File: src/sv/wts_pkg.sv
// ----------------------------------------------------------------------------
// wts_pkg
// Types and constants shared by the word tokenizer stream unit.
// ----------------------------------------------------------------------------
package wts_pkg;

  localparam int unsigned QDepth = 4;

  localparam logic [7:0] CH_BAR   = 8'h7C;
  localparam logic [7:0] CH_BSL   = 8'h5C;
  localparam logic [7:0] CH_HASH  = 8'h23;
  localparam logic [7:0] CH_CR    = 8'h0D;
  localparam logic [7:0] CH_LF    = 8'h0A;
  localparam logic [7:0] CH_SPACE = 8'h20;
  localparam logic [7:0] CH_TAB   = 8'h09;
  localparam logic [7:0] CH_LT    = 8'h3C;
  localparam logic [7:0] CH_GT    = 8'h3E;
  localparam logic [7:0] CH_EQ    = 8'h3D;
  localparam logic [7:0] CH_LPAR  = 8'h28;
  localparam logic [7:0] CH_RPAR  = 8'h29;
  localparam logic [7:0] CH_LBRK  = 8'h5B;
  localparam logic [7:0] CH_RBRK  = 8'h5D;
  localparam logic [7:0] CH_PLUS  = 8'h2B;
  localparam logic [7:0] CH_MINUS = 8'h2D;
  localparam logic [7:0] CH_STAR  = 8'h2A;
  localparam logic [7:0] CH_SLASH = 8'h2F;

  typedef enum logic [2:0] {
    MODE_IDLE,
    MODE_WORD,
    MODE_ESC,
    MODE_BAR,
    MODE_BAR_ESC,
    MODE_LT,
    MODE_GT
  } mode_e;

  typedef enum logic [2:0] {
    KIND_BYTE,
    KIND_BYTE_END,
    KIND_END,
    KIND_NEWLINE,
    KIND_STREAM
  } kind_e;

  typedef struct packed {
    kind_e      kind;
    logic [7:0] tok;
  } res_t;

  // cnt is 1 or 2; r0 leaves first
  typedef struct packed {
    logic [1:0] cnt;
    res_t       r0;
    res_t       r1;
  } entry_t;

  typedef struct packed {
    logic full;
    logic empty;
  } qstat_t;

endpackage

File: src/sv/word_tokenizer_stream_unit.sv
// ----------------------------------------------------------------------------
// word_tokenizer_stream_unit
// Byte-stream word tokenizer: raw text bytes in, token bytes with end marks
// out.
// ----------------------------------------------------------------------------
// One input byte is accepted every cycle while the result queue has room.
// Each byte gives zero, one or two results; they pass through the queue and
// leave one per cycle from the output register while the sink takes them.
// A byte with two results holds the output register for each, so a long run
// of such bytes is paced by the output once the QDepth-entry queue is full.
// The queue lets the scan front keep taking bytes while the sink stalls.
module word_tokenizer_stream_unit #(
  parameter int unsigned QDepth = wts_pkg::QDepth
) (
  input  logic       clk_i,
  input  logic       rst_ni,
  input  logic       s_axis_tvalid,
  output logic       s_axis_tready,
  input  logic [7:0] s_axis_tdata,   // [7:0] data_byte
  input  logic       s_axis_tuser,   // [0] end_of_stream
  output logic       m_axis_tvalid,
  input  logic       m_axis_tready,
  output logic [7:0] m_axis_tdata,   // [7:0] token_byte
  output logic [2:0] m_axis_tuser,   // [2:0] kind
  output logic       m_axis_tlast    // last
);
  import wts_pkg::*;

  logic   push, pop;
  entry_t entry, head;
  qstat_t qstat;
  res_t   out_res;

  wts_front u_front (
    .clk_i      (clk_i),
    .rst_ni     (rst_ni),
    .in_valid_i (s_axis_tvalid),
    .data_i     (s_axis_tdata),
    .eos_i      (s_axis_tuser),
    .in_ready_o (s_axis_tready),
    .qstat_i    (qstat),
    .push_o     (push),
    .entry_o    (entry)
  );

  wts_queue #(
    .Depth (QDepth)
  ) u_queue (
    .clk_i   (clk_i),
    .rst_ni  (rst_ni),
    .push_i  (push),
    .entry_i (entry),
    .pop_i   (pop),
    .head_o  (head),
    .qstat_o (qstat)
  );

  wts_back u_back (
    .clk_i       (clk_i),
    .rst_ni      (rst_ni),
    .head_i      (head),
    .qstat_i     (qstat),
    .pop_o       (pop),
    .out_valid_o (m_axis_tvalid),
    .out_ready_i (m_axis_tready),
    .out_res_o   (out_res),
    .out_last_o  (m_axis_tlast)
  );

  assign m_axis_tdata = out_res.tok;
  assign m_axis_tuser = out_res.kind;

  a_stream_end_last : assert property (@(posedge clk_i) disable iff (!rst_ni)
    m_axis_tvalid && m_axis_tuser == KIND_STREAM |-> m_axis_tlast)
    else $error("stream end not marked last");

  a_mark_no_byte : assert property (@(posedge clk_i) disable iff (!rst_ni)
    m_axis_tvalid && m_axis_tuser != KIND_BYTE && m_axis_tuser != KIND_BYTE_END
    |-> m_axis_tdata == 8'h00)
    else $error("end mark carries a byte");

  a_full_stalls : assert property (@(posedge clk_i) disable iff (!rst_ni)
    qstat.full |-> !s_axis_tready && !qstat.empty)
    else $error("input taken with full queue");

endmodule

File: src/sv/wts_front.sv
// ----------------------------------------------------------------------------
// wts_front
// Accepts raw bytes, runs the scan state and packs the one or two results
// of each byte, if it gives any, into a queue entry.
// ----------------------------------------------------------------------------
module wts_front (
  input  logic            clk_i,
  input  logic            rst_ni,
  input  logic            in_valid_i,
  input  logic [7:0]      data_i,
  input  logic            eos_i,
  output logic            in_ready_o,
  input  wts_pkg::qstat_t qstat_i,
  output logic            push_o,
  output wts_pkg::entry_t entry_o
);
  import wts_pkg::*;

  typedef struct packed {
    logic  hit;
    res_t  r;
    mode_e mode;
    logic  ws;
    logic  drop;
  } idle_t;

  mode_e      mode_q, mode_d;
  logic       ws_q, ws_d;
  logic       drop_q, drop_d;
  logic       acc;
  logic [1:0] n;
  res_t       r0, r1;
  idle_t      ib;

  function automatic res_t mk(kind_e k, logic [7:0] b);
    res_t o;
    o.kind = k;
    o.tok  = (k == KIND_BYTE || k == KIND_BYTE_END) ? b : 8'h00;
    return o;
  endfunction

  function automatic logic is_single_op(logic [7:0] c);
    return c == CH_LPAR || c == CH_RPAR || c == CH_LBRK || c == CH_RBRK ||
           c == CH_PLUS || c == CH_MINUS || c == CH_STAR || c == CH_SLASH ||
           c == CH_EQ || c == CH_HASH;
  endfunction

  function automatic idle_t idle_byte(logic [7:0] c);
    idle_t o;
    o.hit  = 1'b0;
    o.r    = mk(KIND_BYTE, c);
    o.mode = MODE_IDLE;
    o.ws   = 1'b0;
    o.drop = 1'b0;
    if (c == CH_SPACE || c == CH_TAB) begin
      o.mode = MODE_IDLE;
    end else if (c == CH_CR || c == CH_LF) begin
      o.hit  = 1'b1;
      o.r    = mk(KIND_NEWLINE, c);
      o.drop = (c == CH_CR);
    end else if (is_single_op(c)) begin
      o.hit = 1'b1;
      o.r   = mk(KIND_BYTE_END, c);
    end else if (c == CH_LT) begin
      o.mode = MODE_LT;
    end else if (c == CH_GT) begin
      o.mode = MODE_GT;
    end else if (c == CH_BAR) begin
      o.mode = MODE_BAR;
    end else if (c == CH_BSL) begin
      o.mode = MODE_ESC;
    end else begin
      o.hit  = 1'b1;
      o.ws   = 1'b1;
      o.mode = MODE_WORD;
    end
    return o;
  endfunction

  assign in_ready_o = !qstat_i.full;
  assign acc        = in_valid_i && in_ready_o;

  always_comb begin
    ib     = idle_byte(data_i);
    n      = 2'd0;
    r0     = ib.r;
    r1     = ib.r;
    mode_d = mode_q;
    ws_d   = ws_q;
    drop_d = drop_q;
    if (eos_i) begin
      mode_d = MODE_IDLE;
      ws_d   = 1'b0;
      drop_d = 1'b0;
      r1     = mk(KIND_STREAM, 8'h00);
      n      = 2'd2;
      if (mode_q == MODE_LT) begin
        r0 = mk(KIND_BYTE_END, CH_LT);
      end else if (mode_q == MODE_GT) begin
        r0 = mk(KIND_BYTE_END, CH_GT);
      end else if (mode_q != MODE_IDLE && ws_q) begin
        r0 = mk(KIND_END, 8'h00);
      end else begin
        r0 = mk(KIND_STREAM, 8'h00);
        n  = 2'd1;
      end
    end else begin
      drop_d = 1'b0;
      if (!(drop_q && data_i == CH_LF)) begin
        unique case (mode_q)
          MODE_WORD: begin
            if (data_i == CH_SPACE || data_i == CH_TAB) begin
              n      = 2'd1;
              r0     = mk(KIND_END, 8'h00);
              mode_d = MODE_IDLE;
              ws_d   = 1'b0;
            end else if (data_i == CH_CR || data_i == CH_LF || data_i == CH_LPAR ||
                         data_i == CH_RPAR || data_i == CH_LBRK || data_i == CH_RBRK) begin
              r0     = mk(KIND_END, 8'h00);
              r1     = ib.r;
              n      = ib.hit ? 2'd2 : 2'd1;
              mode_d = ib.mode;
              ws_d   = ib.ws;
              drop_d = ib.drop;
            end else if (data_i == CH_BAR) begin
              mode_d = MODE_BAR;
            end else if (data_i == CH_BSL) begin
              mode_d = MODE_ESC;
            end else begin
              n  = 2'd1;
              r0 = mk(KIND_BYTE, data_i);
            end
          end
          MODE_ESC: begin
            n      = 2'd1;
            r0     = mk(KIND_BYTE, data_i);
            ws_d   = 1'b1;
            mode_d = MODE_WORD;
          end
          MODE_BAR: begin
            if (data_i == CH_BAR) begin
              mode_d = ws_q ? MODE_WORD : MODE_IDLE;
            end else if (data_i == CH_BSL) begin
              mode_d = MODE_BAR_ESC;
            end else begin
              n    = 2'd1;
              r0   = mk(KIND_BYTE, data_i);
              ws_d = 1'b1;
            end
          end
          MODE_BAR_ESC: begin
            n      = 2'd1;
            r0     = mk(KIND_BYTE, data_i);
            ws_d   = 1'b1;
            mode_d = MODE_BAR;
          end
          MODE_LT, MODE_GT: begin
            if ((mode_q == MODE_LT && data_i == CH_GT) || data_i == CH_EQ) begin
              n      = 2'd2;
              r0     = mk(KIND_BYTE, (mode_q == MODE_LT) ? CH_LT : CH_GT);
              r1     = mk(KIND_BYTE_END, data_i);
              mode_d = MODE_IDLE;
              ws_d   = 1'b0;
            end else begin
              r0     = mk(KIND_BYTE_END, (mode_q == MODE_LT) ? CH_LT : CH_GT);
              r1     = ib.r;
              n      = ib.hit ? 2'd2 : 2'd1;
              mode_d = ib.mode;
              ws_d   = ib.ws;
              drop_d = ib.drop;
            end
          end
          default: begin
            r0     = ib.r;
            n      = ib.hit ? 2'd1 : 2'd0;
            mode_d = ib.mode;
            ws_d   = ib.ws;
            drop_d = ib.drop;
          end
        endcase
      end
    end
  end

  always_ff @(posedge clk_i or negedge rst_ni) begin
    if (!rst_ni) begin
      mode_q <= MODE_IDLE;
      ws_q   <= 1'b0;
      drop_q <= 1'b0;
    end else if (acc) begin
      mode_q <= mode_d;
      ws_q   <= ws_d;
      drop_q <= drop_d;
    end
  end

  assign push_o      = acc && (n != 2'd0);
  assign entry_o.cnt = n;
  assign entry_o.r0  = r0;
  assign entry_o.r1  = r1;

endmodule

File: src/sv/wts_queue.sv
// ----------------------------------------------------------------------------
// wts_queue
// Short FIFO of result entries between the front and the back.
// ----------------------------------------------------------------------------
module wts_queue #(
  parameter int unsigned Depth = wts_pkg::QDepth
) (
  input  logic            clk_i,
  input  logic            rst_ni,
  input  logic            push_i,
  input  wts_pkg::entry_t entry_i,
  input  logic            pop_i,
  output wts_pkg::entry_t head_o,
  output wts_pkg::qstat_t qstat_o
);
  import wts_pkg::*;

  localparam int unsigned PtrW = (Depth > 1) ? $clog2(Depth) : 1;
  localparam int unsigned CntW = $clog2(Depth + 1);
  localparam logic [PtrW-1:0] PtrLast = PtrW'(Depth - 1);
  localparam logic [CntW-1:0] CntFull = CntW'(Depth);

  entry_t          mem_q [Depth];
  logic [PtrW-1:0] wr_q, wr_d, rd_q, rd_d;
  logic [CntW-1:0] cnt_q, cnt_d;
  logic            do_push, do_pop;

  assign qstat_o.full  = (cnt_q == CntFull);
  assign qstat_o.empty = (cnt_q == '0);
  assign do_push       = push_i && !qstat_o.full;
  assign do_pop        = pop_i && !qstat_o.empty;
  assign head_o        = mem_q[rd_q];

  always_comb begin
    wr_d  = do_push ? ((wr_q == PtrLast) ? '0 : wr_q + 1'b1) : wr_q;
    rd_d  = do_pop ? ((rd_q == PtrLast) ? '0 : rd_q + 1'b1) : rd_q;
    cnt_d = cnt_q;
    if (do_push && !do_pop) begin
      cnt_d = cnt_q + 1'b1;
    end else if (do_pop && !do_push) begin
      cnt_d = cnt_q - 1'b1;
    end
  end

  always_ff @(posedge clk_i or negedge rst_ni) begin
    if (!rst_ni) begin
      wr_q  <= '0;
      rd_q  <= '0;
      cnt_q <= '0;
    end else begin
      wr_q  <= wr_d;
      rd_q  <= rd_d;
      cnt_q <= cnt_d;
    end
  end

  always_ff @(posedge clk_i) begin
    if (do_push) begin
      mem_q[wr_q] <= entry_i;
    end
  end

endmodule

File: src/sv/wts_back.sv
// ----------------------------------------------------------------------------
// wts_back
// Takes queue entries apart into single results and holds them in the
// output register until the sink takes them.
// ----------------------------------------------------------------------------
module wts_back (
  input  logic            clk_i,
  input  logic            rst_ni,
  input  wts_pkg::entry_t head_i,
  input  wts_pkg::qstat_t qstat_i,
  output logic            pop_o,
  output logic            out_valid_o,
  input  logic            out_ready_i,
  output wts_pkg::res_t   out_res_o,
  output logic            out_last_o
);
  import wts_pkg::*;

  logic sel_q, sel_d;
  logic valid_q, valid_d;
  res_t res_q, res_d;
  logic last_q, last_d;
  logic load;

  assign load = !valid_q || out_ready_i;

  always_comb begin
    sel_d   = sel_q;
    valid_d = valid_q;
    res_d   = res_q;
    last_d  = last_q;
    pop_o   = 1'b0;
    if (load) begin
      valid_d = !qstat_i.empty;
      if (!qstat_i.empty) begin
        res_d  = sel_q ? head_i.r1 : head_i.r0;
        last_d = sel_q || (head_i.cnt == 2'd1);
        pop_o  = last_d;
        sel_d  = !last_d;
      end
    end
  end

  always_ff @(posedge clk_i or negedge rst_ni) begin
    if (!rst_ni) begin
      sel_q   <= 1'b0;
      valid_q <= 1'b0;
    end else begin
      sel_q   <= sel_d;
      valid_q <= valid_d;
    end
  end

  always_ff @(posedge clk_i) begin
    res_q  <= res_d;
    last_q <= last_d;
  end

  assign out_valid_o = valid_q;
  assign out_res_o   = res_q;
  assign out_last_o  = last_q;

endmodule
File: config.mk
export PLATFORM = sky130hd
export DESIGN_NAME = word_tokenizer_stream_unit
export DESIGN_NICKNAME = d
export VERILOG_FILES = /design/src/sv/wts_pkg.sv /design/src/sv/word_tokenizer_stream_unit.sv /design/src/sv/wts_front.sv /design/src/sv/wts_queue.sv /design/src/sv/wts_back.sv
export SDC_FILE = /design/constraint.sdc
export NUM_CORES = 1
export LEC_CHECK = 0
export BUFFER_PORTS_ARGS = -buffer_cell sky130_fd_sc_hd__buf_2
export CAP_MARGIN = 40
export CORE_ASPECT_RATIO = 0.5
export CORE_MARGIN = 2
export CORE_UTILIZATION = 60
export CTS_CLUSTER_DIAMETER = 60
export DETAILED_ROUTE_END_ITERATION = 12
export GPL_ROUTABILITY_DRIVEN = 0
export PLACE_DENSITY = 0.79
export RECOVER_POWER = 50
export SYNTH_ARGS = -nofsm -noshare
export SYNTH_HDL_FRONTEND = slang
export SYNTH_SLANG_ARGS = --single-unit
File: constraint.sdc
create_clock -name clk_i -period 8.8 [get_ports clk_i]
set_clock_uncertainty 0.2 [all_clocks]
set_input_delay 0.88 -clock clk_i [delete_from_list [all_inputs] [get_ports clk_i]]
set_output_delay 0.88 -clock clk_i [all_outputs]
set_load 0.01 [all_outputs]
==> run summary, run 1 <==
The tightest slew margin relative to the limit is -13.9%. The initial standard-cell utilization of the core is 61.0%. Of all flip-flops after synthesis, the portion carrying an async set or reset was 11.5%. The power density relative to cell area is 338 nW/µm².

The final worst slack came out at 4.63 ns. The number of placed cells counting well taps came out at 533. At the pin with the least slew margin, the transition time is 1.71 ns. The number of hold buffers added after cts is 0.

The total number of placement rows came out at 25. The library cell used most frequently in the layout, excluding fill and tap cells, is edfxtp_1. The critical path ends at u_queue.cnt_q[2].

Adding up every negative setup slack in the final design gives 0 ns. The shortest clock period the worst path allows after layout came out at 4.17 ns. The critical path launch point type is an input port. The layout-stage area growth over the synthesis result is 14.3%. The area of the placeable core came out at 9320 µm². The critical path is of the in2reg type. The net count of the finished layout is 451. Net switching is 31.7% of the power. The final antenna-violating net count is 0. The cell count along the critical path came out at 13. The x dimension of the die is 142 µm. The number of max-cap violations came out at 1.

The number of resized instances in the post-cts repair step came out at 0. The count of input and output buffers is 26. Summed over all cells, the static leakage comes to 2.34 nW. In the routed design, unresolved DRC markers number 0. In this run the worst setup path begins at s_axis_tdata[1]. The number of antenna diodes in the final layout is 0. Of the available clock period, the critical path in the final layout requires 47.3%.

Summing over every cut layer, the via total after detailed routing is 3756. The worst hold path passes through 2 cells. The register bit total from synthesis is 122. The flow ran to the end, but the final reports show violations. Registers are responsible for 40.3% of the overall power. Once detailed placement completed, the half-perimeter wirelength came to 7.53 mm. After clock tree synthesis, the clock-pin slew on the worst setup and hold paths is 0.06 ns. Setup violations remaining at the end of the flow were counted as 0. The total internal power came out at 1.50 mW. The maximum vdd ir drop came out at 0.000148 V. The number of slew-limit violations in the final report is 23. The wire length after detailed routing is 12.7 mm.

For the worst-skew pair, the clock arrives at the later sink with an insertion delay of 0.41 ns. The analysis attributes to net switching a power of 0.696 mW. The cell family with the largest share of critical-path delay is simple AND/OR/NAND/NOR gates. The yosys synthesis warning count is 0. The number of global-route vias before repair is 3669. The number of cells produced by synthesis is 400. In this run the critical register-to-register path is launched from u_front.mode_q[0]. The maximum clock frequency is 240 MHz. Sequential cells were found to cover 63.2% of the synthesized design area.

The floorplan step defined a die boundary enclosing 10300 µm². Among all flip-flop cells after synthesis, the most frequent one is edfxtp_1. The number of nets in the synthesized netlist is 420.

The count of H-tree levels built during CTS came out at 4. The number of buffer and inverter stages on the critical path came out at 2. The proportion of layout cells with a drive suffix above 1 is 17.6%.

After global routing the overflow that remains totals 0. Summing every instance area after synthesis gives 5680 µm². The post-CTS setup buffer count came out at 0. The worst endpoint required time came out at 8.93 ns. The flop-to-flop setup slack is 4.78 ns.

In this run the critical register-to-register path is captured at u_queue.cnt_q[1]. The number of buffers added by the clock tree synthesis step came out at 17. Traced cell by cell, the critical path runs through clkbuf_1, and3b_1, o211a_1, nor3_1, a221o_1, a211oi_2, nor2_1, ha_1, inv_1, fa_1, xor2_1, nor2_1, xor2_1. Entering global routing, the biggest net connects 33 pins. The CTS tree is built. The library cell used as clock root buffer is clkbuf_16.

The clock network burns 31.4% of the power. The global-route wire length before repair came out at 20.0 mm. The largest single stage delay on the critical path is 0.53 ns.

Setup repair after global routing left no endpoint under its margin. The checks that failed: max-capacitance violations, max-slew violations. For this block, the initial DRC count from the detailed router was 409.

The number of cell instances on the worst register-to-register path came out at 10. The data arrival at the endpoint of the critical path is 4.30 ns. Along the worst path, the maximum fanout reaches 13. The cell with the largest stage delay on the worst path is nor3_1. The clock passes through at most 2 buffers. The worst setup path is captured at a register. The initial antenna violation count came out at 0. The average cell area after synthesis came out at 14.2 µm².

The number of endpoints with negative hold slack in the final report came out at 0. The die boundary height is 72.8 µm. The count of pins on the block boundary is 27. The combined global-route utilization of all metal layers came out at 26.7%. The number of optimization iterations in the first detailed-route pass is 6. The number of different library cells in the post-synthesis netlist is 69.

Leaving out fill and tap cells, the most frequent cells in the layout are edfxtp_1, nand2_1, mux4_2, clkbuf_1, clkbuf_16. The part of the power in combinational logic came out at 28.3%. The via count normalized by instance count came out at 6.66.

The mean routed wirelength per cell came out at 22.5 µm. The number of enable-type register cells in the synthesized netlist came out at 108. The filler-free cell count of the finished design came out at 564. The clock sink total came out at 122. The pre-CTS setup slack came out at 4.52 ns. The type of the most critical hold path is reg2reg.
[area by class of cell]
| cell class | count | area, µm² |
|---|---|---|
| flip-flops and latches | 122 | 3590 |
| fillers | 616 | 2830 |
| multi-input cells | 244 | 1950 |
| clock buffers | 19 | 433 |
| repair buffers | 33 | 173 |
| well taps | 121 | 151 |
| clock inverters | 12 | 149 |
| inverters | 13 | 48.8 |
[cell families (layout without fill, tap and decap cells)]
group	count (synthesis)	in the layout	synth area share (%)
xor+xnor	6	6	0.925
simple gates	141	141	13.5
buf+inv	34	77	2.38
mux	26	26	9.47
compound gates	64	64	8.79
fa+ha+maj	7	7	1.67
flops	122	122	63.2
[per-stage QoR]
stage	utilization (%)	area, µm²	hold slack, ns	power [mW]
detailed placement	64.0	5970	0.270	1.50
CTS	70.3	6550	0.158	2.21
floorplan	-	5680	0.235	1.31
global placement	63.7	5940	0.259	1.46
finish	69.7	6500	0.280	2.19
global route	69.7	6500	0.302	2.29
[cell usage after synthesis (3+ instances only)]
master,count,area share [%]
edfxtp_1,108,57
nand2_1,53,3.5
mux4_2,22,8.7
dfrtp_1,14,6.2
inv_1,13,0.86
clkbuf_1,12,0.79
nor2_1,12,0.79
nor2b_1,12,1.3
o21ai_0,11,0.97
a21oi_1,10,0.88
and2_1,8,0.88
a21o_1,7,0.92
nor3_1,7,0.62
buf_2,6,0.53
ha_1,6,1.3
nand2b_1,6,0.66
nand3_1,6,0.53
nor3b_1,6,0.79
xor2_1,5,0.77
a211oi_1,4,0.53
or3_1,4,0.44
and3_1,3,0.33
buf_1,3,0.20
nand3b_1,3,0.40
or2_2,3,0.33
[power by group through the flow]
stage	registers, mW	clock network [mW]	logic [mW]
after floorplan	0.863	0	0.451
after global placement	0.891	0	0.565
after detailed placement	0.888	0	0.615
after CTS	0.881	0.695	0.630
after global routing	0.897	0.715	0.681
final	0.884	0.689	0.621
[state kept, by name, indices dropped and copies added (netlist names)]
register,cells
u_queue.mem_q,96
u_back.out_last_o,1
u_front.mode_q,3
u_front.ws_q,1
u_queue.cnt_q,3
u_front.drop_q,1
u_back.out_res_o,11
u_queue.wr_q,2
u_back.out_valid_o,1
u_back.sel_q,1
u_queue.rd_q,2
[worst min-delay path by stage]
stage / end / startpoint / slack (ns)
2_1_floorplan: u_front.drop_q / u_front.drop_q / 0.24
3_3_place_gp: u_front.drop_q / u_front.drop_q / 0.26
3_5_place_dp: u_front.drop_q / u_front.drop_q / 0.27
4_1_cts: u_front.mode_q[0] / rst_ni / 0.16
5_1_grt: u_front.drop_q / u_front.drop_q / 0.30
6_report: u_front.drop_q / u_front.drop_q / 0.28
[worst min-delay path: stages (launching register included)]
cell and delay [ns]:
dfrtp_1 0.34, nand2_1 0.05, o41ai_1 0.05
[layer usage]
metal  wire [µm]  GRT usage [%]
met5           0              0
met3        1110           7.55
met2        6030           42.5
met4         417           12.6
met1        5110           35.0
Note: power is estimated with default switching activity, not from simulation.
==> inputs of run 2 (changes only) <==
CORE_UTILIZATION = 55   (was 60)
PLACE_DENSITY = 0.76   (was 0.79)
clock period = 3.5 ns   (was 8.8 ns; I/O delays follow)
==> run summary, run 2 (same netlist as run 1, synthesis figures left out) <==
The run finished with clean final reports. The number of optimization iterations in the first detailed-route pass came out at 5 (-1). The x dimension of the die is 148 µm (+4.3%). The power density relative to cell area came to 822 nW/µm² (+140%). The number of resized instances in the post-cts repair step is 0 (unchanged).

The critical path goes through xor2_1, a22oi_1, o32ai_1, o2111a_1, a211oi_2, nor2_1, ha_1, inv_1, fa_1, xor2_1, nor2_1, xor2_1. The worst hold path belongs to the class in2reg. On the critical path the largest part of the delay comes from compound AO/OA/AOI/OAI gates. The largest net degree at the start of global routing is 32 (-3.0%). The flip-flop count of the largest register, all copies and words added is 96 (unchanged). The flop-to-flop setup slack was 0.23 ns (-4.55 ns). The final worst slack came out at 0.235 ns (-4.40 ns). The final antenna-violating net count is 0 (unchanged). The number of endpoints with negative hold slack in the final report came out at 0 (unchanged). TritonCTS built the clock tree. The DRC violations left came out at 0 (unchanged). The detailed placement HPWL was 7.79 mm (+3.4%). The shortest clock period the worst path allows after layout came out at 3.27 ns. The count of pins on the block boundary came to 27 (unchanged). Compared with the post-synthesis result, the final layout area differs by 17.6%. The clock sink total came out at 122 (unchanged).

The maximum buffer depth of the clock tree was 2 (unchanged). The tightest slew margin relative to the limit was 34.3% (+48 points). The cell count along the critical path came out at 12 (-1).

The relative contribution of the clock network to total power is 30.7% (-0.7 points). The final number of setup-violating endpoints came out at 0 (unchanged). The mean routed wirelength per cell is 20.4 µm (-9.1%). The total vias in the final route came out at 3603 (-4.1%). The number of inserted filler cells in the final layout was 707 (+15%). The initial detailed-routing violation count came out at 311 (-24%). The area of the placeable core was 10100 µm² (+8.5%).

The library cell used most frequently in the layout, excluding fill and tap cells, is edfxtp_1. The clock latency of the later-clocked register in the worst-skew pair was 0.40 ns (about the same). The wire length after detailed routing came out at 12.3 mm (-2.8%).

The library cell used as clock root buffer is clkbuf_16. The fraction of power spent switching nets is 31.9% (+0.19 points). The combined global-route utilization of all metal layers came out at 23.5% (-3.2 points). The post-route total power came out at 5.49 mW (+150%). The reported leakage power came out at 2.43 nW (+3.6%).

The count of input and output buffers is 26 (unchanged). The total internal power was 3.74 mW (+150%). The count of H-tree levels built during CTS is 4 (unchanged). The number of cell instances on the worst register-to-register path is 12 (+2).

The power dissipated by switching net loads was 1.75 mW (+150%). The pre-CTS setup slack came to 0.146 ns (-4.37 ns). The number of global-route vias before repair came out at 3414 (-7.0%).

The number of max-cap violations came out at 0 (-1). The global-route wire length before repair was 19.1 mm (-4.6%). The proportion of layout cells with a drive suffix above 1 is 20.5% (+2.9 points). The total number of placement rows was 26 (+4.0%).

The data arrival at the endpoint of the critical path is 3.39 ns (-0.91 ns). The post-CTS setup buffer count is 0 (unchanged). The cell occurring most often along the worst timing path is xor2_1. The area enclosed by the die boundary is 11200 µm² (+8.7%). The slew at the pin closest to its max-slew limit came out at 0.960 ns (-0.749 ns). In this run the critical register-to-register path is launched from u_front.mode_q[0].

The library cells used most frequently in the layout, excluding fill and tap cells, are edfxtp_1, nand2_1, clkbuf_1. The worst register-to-register path ends at u_queue.cnt_q[2]. The number of buffers added by the clock tree synthesis step is 17 (unchanged). The cell depth of the worst min-delay path came out at 4 (+2).

The most critical setup path has its startpoint at u_front.mode_q[0]. The net count of the finished layout is 470 (+4.2%). Based on the critical path, the design can be clocked at up to 306 MHz. The die boundary height came to 75.9 µm (+4.2%). The antenna diode instance count is 0 (unchanged).

The number of slew-limit violations in the final report is 0 (-100%). Setup repair after global routing left no endpoint under its margin. STA classifies the critical path startpoint as a register.

The biggest fanout along the worst timing path is 12 (-1). The number of buffer and inverter stages on the critical path was 1 (-1). The beginning of the worst hold path is s_axis_tvalid. The sink of the worst hold path is u_queue.wr_q[1]. The worst setup path is captured at a register. The via count normalized by instance count is 5.98 (-10%).

The setup path with the least slack is of type reg2reg. The clock transition at the registers of the reported paths is 0.06 ns (about the same). The share of the clock period used by the worst path came out at 93.3%.

The global route total overflow came to 0 (unchanged). The number of hold buffers added after cts was 2 (+2). The register with the highest flop count is u_queue.mem_q. The worst endpoint required time came out at 3.62 ns (-5.31 ns).

The initial standard-cell utilization of the core came out at 56.2% (-4.8 points). The initial antenna violation count came to 0 (unchanged). The maximum vdd ir drop came out at 0.000429 V (+190%).

The maximum cell stage delay along the critical path is 0.58 ns (+0.05 ns). Among all stages on the critical path, the largest delay is contributed by dfrtp_1. The sequential cell fraction of total power came out at 39.5% (-0.8 points). The part of the power in combinational logic is 29.9% (+1.6 points).
[run 2: power by group through the flow]
| stage | combinational [mW] | sequential, mW | clock (mW) |
|---|---|---|---|
| after floorplan | 1.13 | 2.17 | 0 |
| after global placement | 1.62 | 2.17 | 0 |
| after detailed placement | 1.67 | 2.19 | 0 |
| after CTS | 1.70 | 2.17 | 1.71 |
| after global routing | 1.81 | 2.20 | 1.77 |
| final | 1.64 | 2.17 | 1.69 |
[run 2: worst max-delay path by stage]
stage	endpoint	slack, ns
2_1_floorplan	u_queue.mem_q[0][0]	-0.79
3_3_place_gp	u_queue.cnt_q[1]	0.19
3_5_place_dp	u_queue.cnt_q[1]	0.15
4_1_cts	u_queue.cnt_q[2]	0.23
5_1_grt	u_queue.cnt_q[2]	0.005
6_report	u_queue.cnt_q[2]	0.23
[run 2: cell type report]
type,instances,area [µm²],share of cell area (%)
sequential,122,3590,53.8
clock buffer,18,429,6.42
inverter,13,48.8,0.730
tap,140,175,2.62
clock inverter,14,148,2.21
timing repair buffer,52,329,4.92
multi-input combinational,244,1960,29.3
[run 2: metal layers]
| layer | wire (µm) | vias up | part of all wire (%) | track usage [%] |
|---|---|---|---|---|
| li1 | - | 1650 | - | - |
| met2 | 5790 | 146 | 47 | 37.5 |
| met3 | 727 | 11 | 5.9 | 5.09 |
| met5 | 0 | - | 0 | 0 |
| met4 | 81 | 0 | 0.66 | 6.09 |
| met1 | 5720 | 1796 | 46 | 33.7 |
[run 2: worst register-to-register path, cell delays in order (launching register included)]
cell and delay [ns]:
dfrtp_1 0.58, xor2_1 0.29, a22oi_1 0.16, o32ai_1 0.35, o2111a_1 0.28, a211oi_2 0.05
nor2_1 0.11, ha_1 0.20, inv_1 0.08, fa_1 0.44, xor2_1 0.17, nor2_1 0.11
xor2_1 0.15
[run 2: metrics by stage]
| stage | setup TNS, ns | cells | util [%] | hold WS (ns) | cell area, µm² |
|---|---|---|---|---|---|
| 2_1_floorplan | -75.65 | 400 | - | -0.146 | 5680 |
| 3_3_place_gp | 0 | 568 | 60.8 | 0.0783 | 6150 |
| 3_5_place_dp | 0 | 569 | 60.9 | 0.0808 | 6160 |
| 4_1_cts | 0 | 603 | 66.8 | 0.184 | 6760 |
| 5_1_grt | 0 | 603 | 66.1 | 0.211 | 6680 |
| 6_report | 0 | 603 | 66.1 | 0.210 | 6680 |
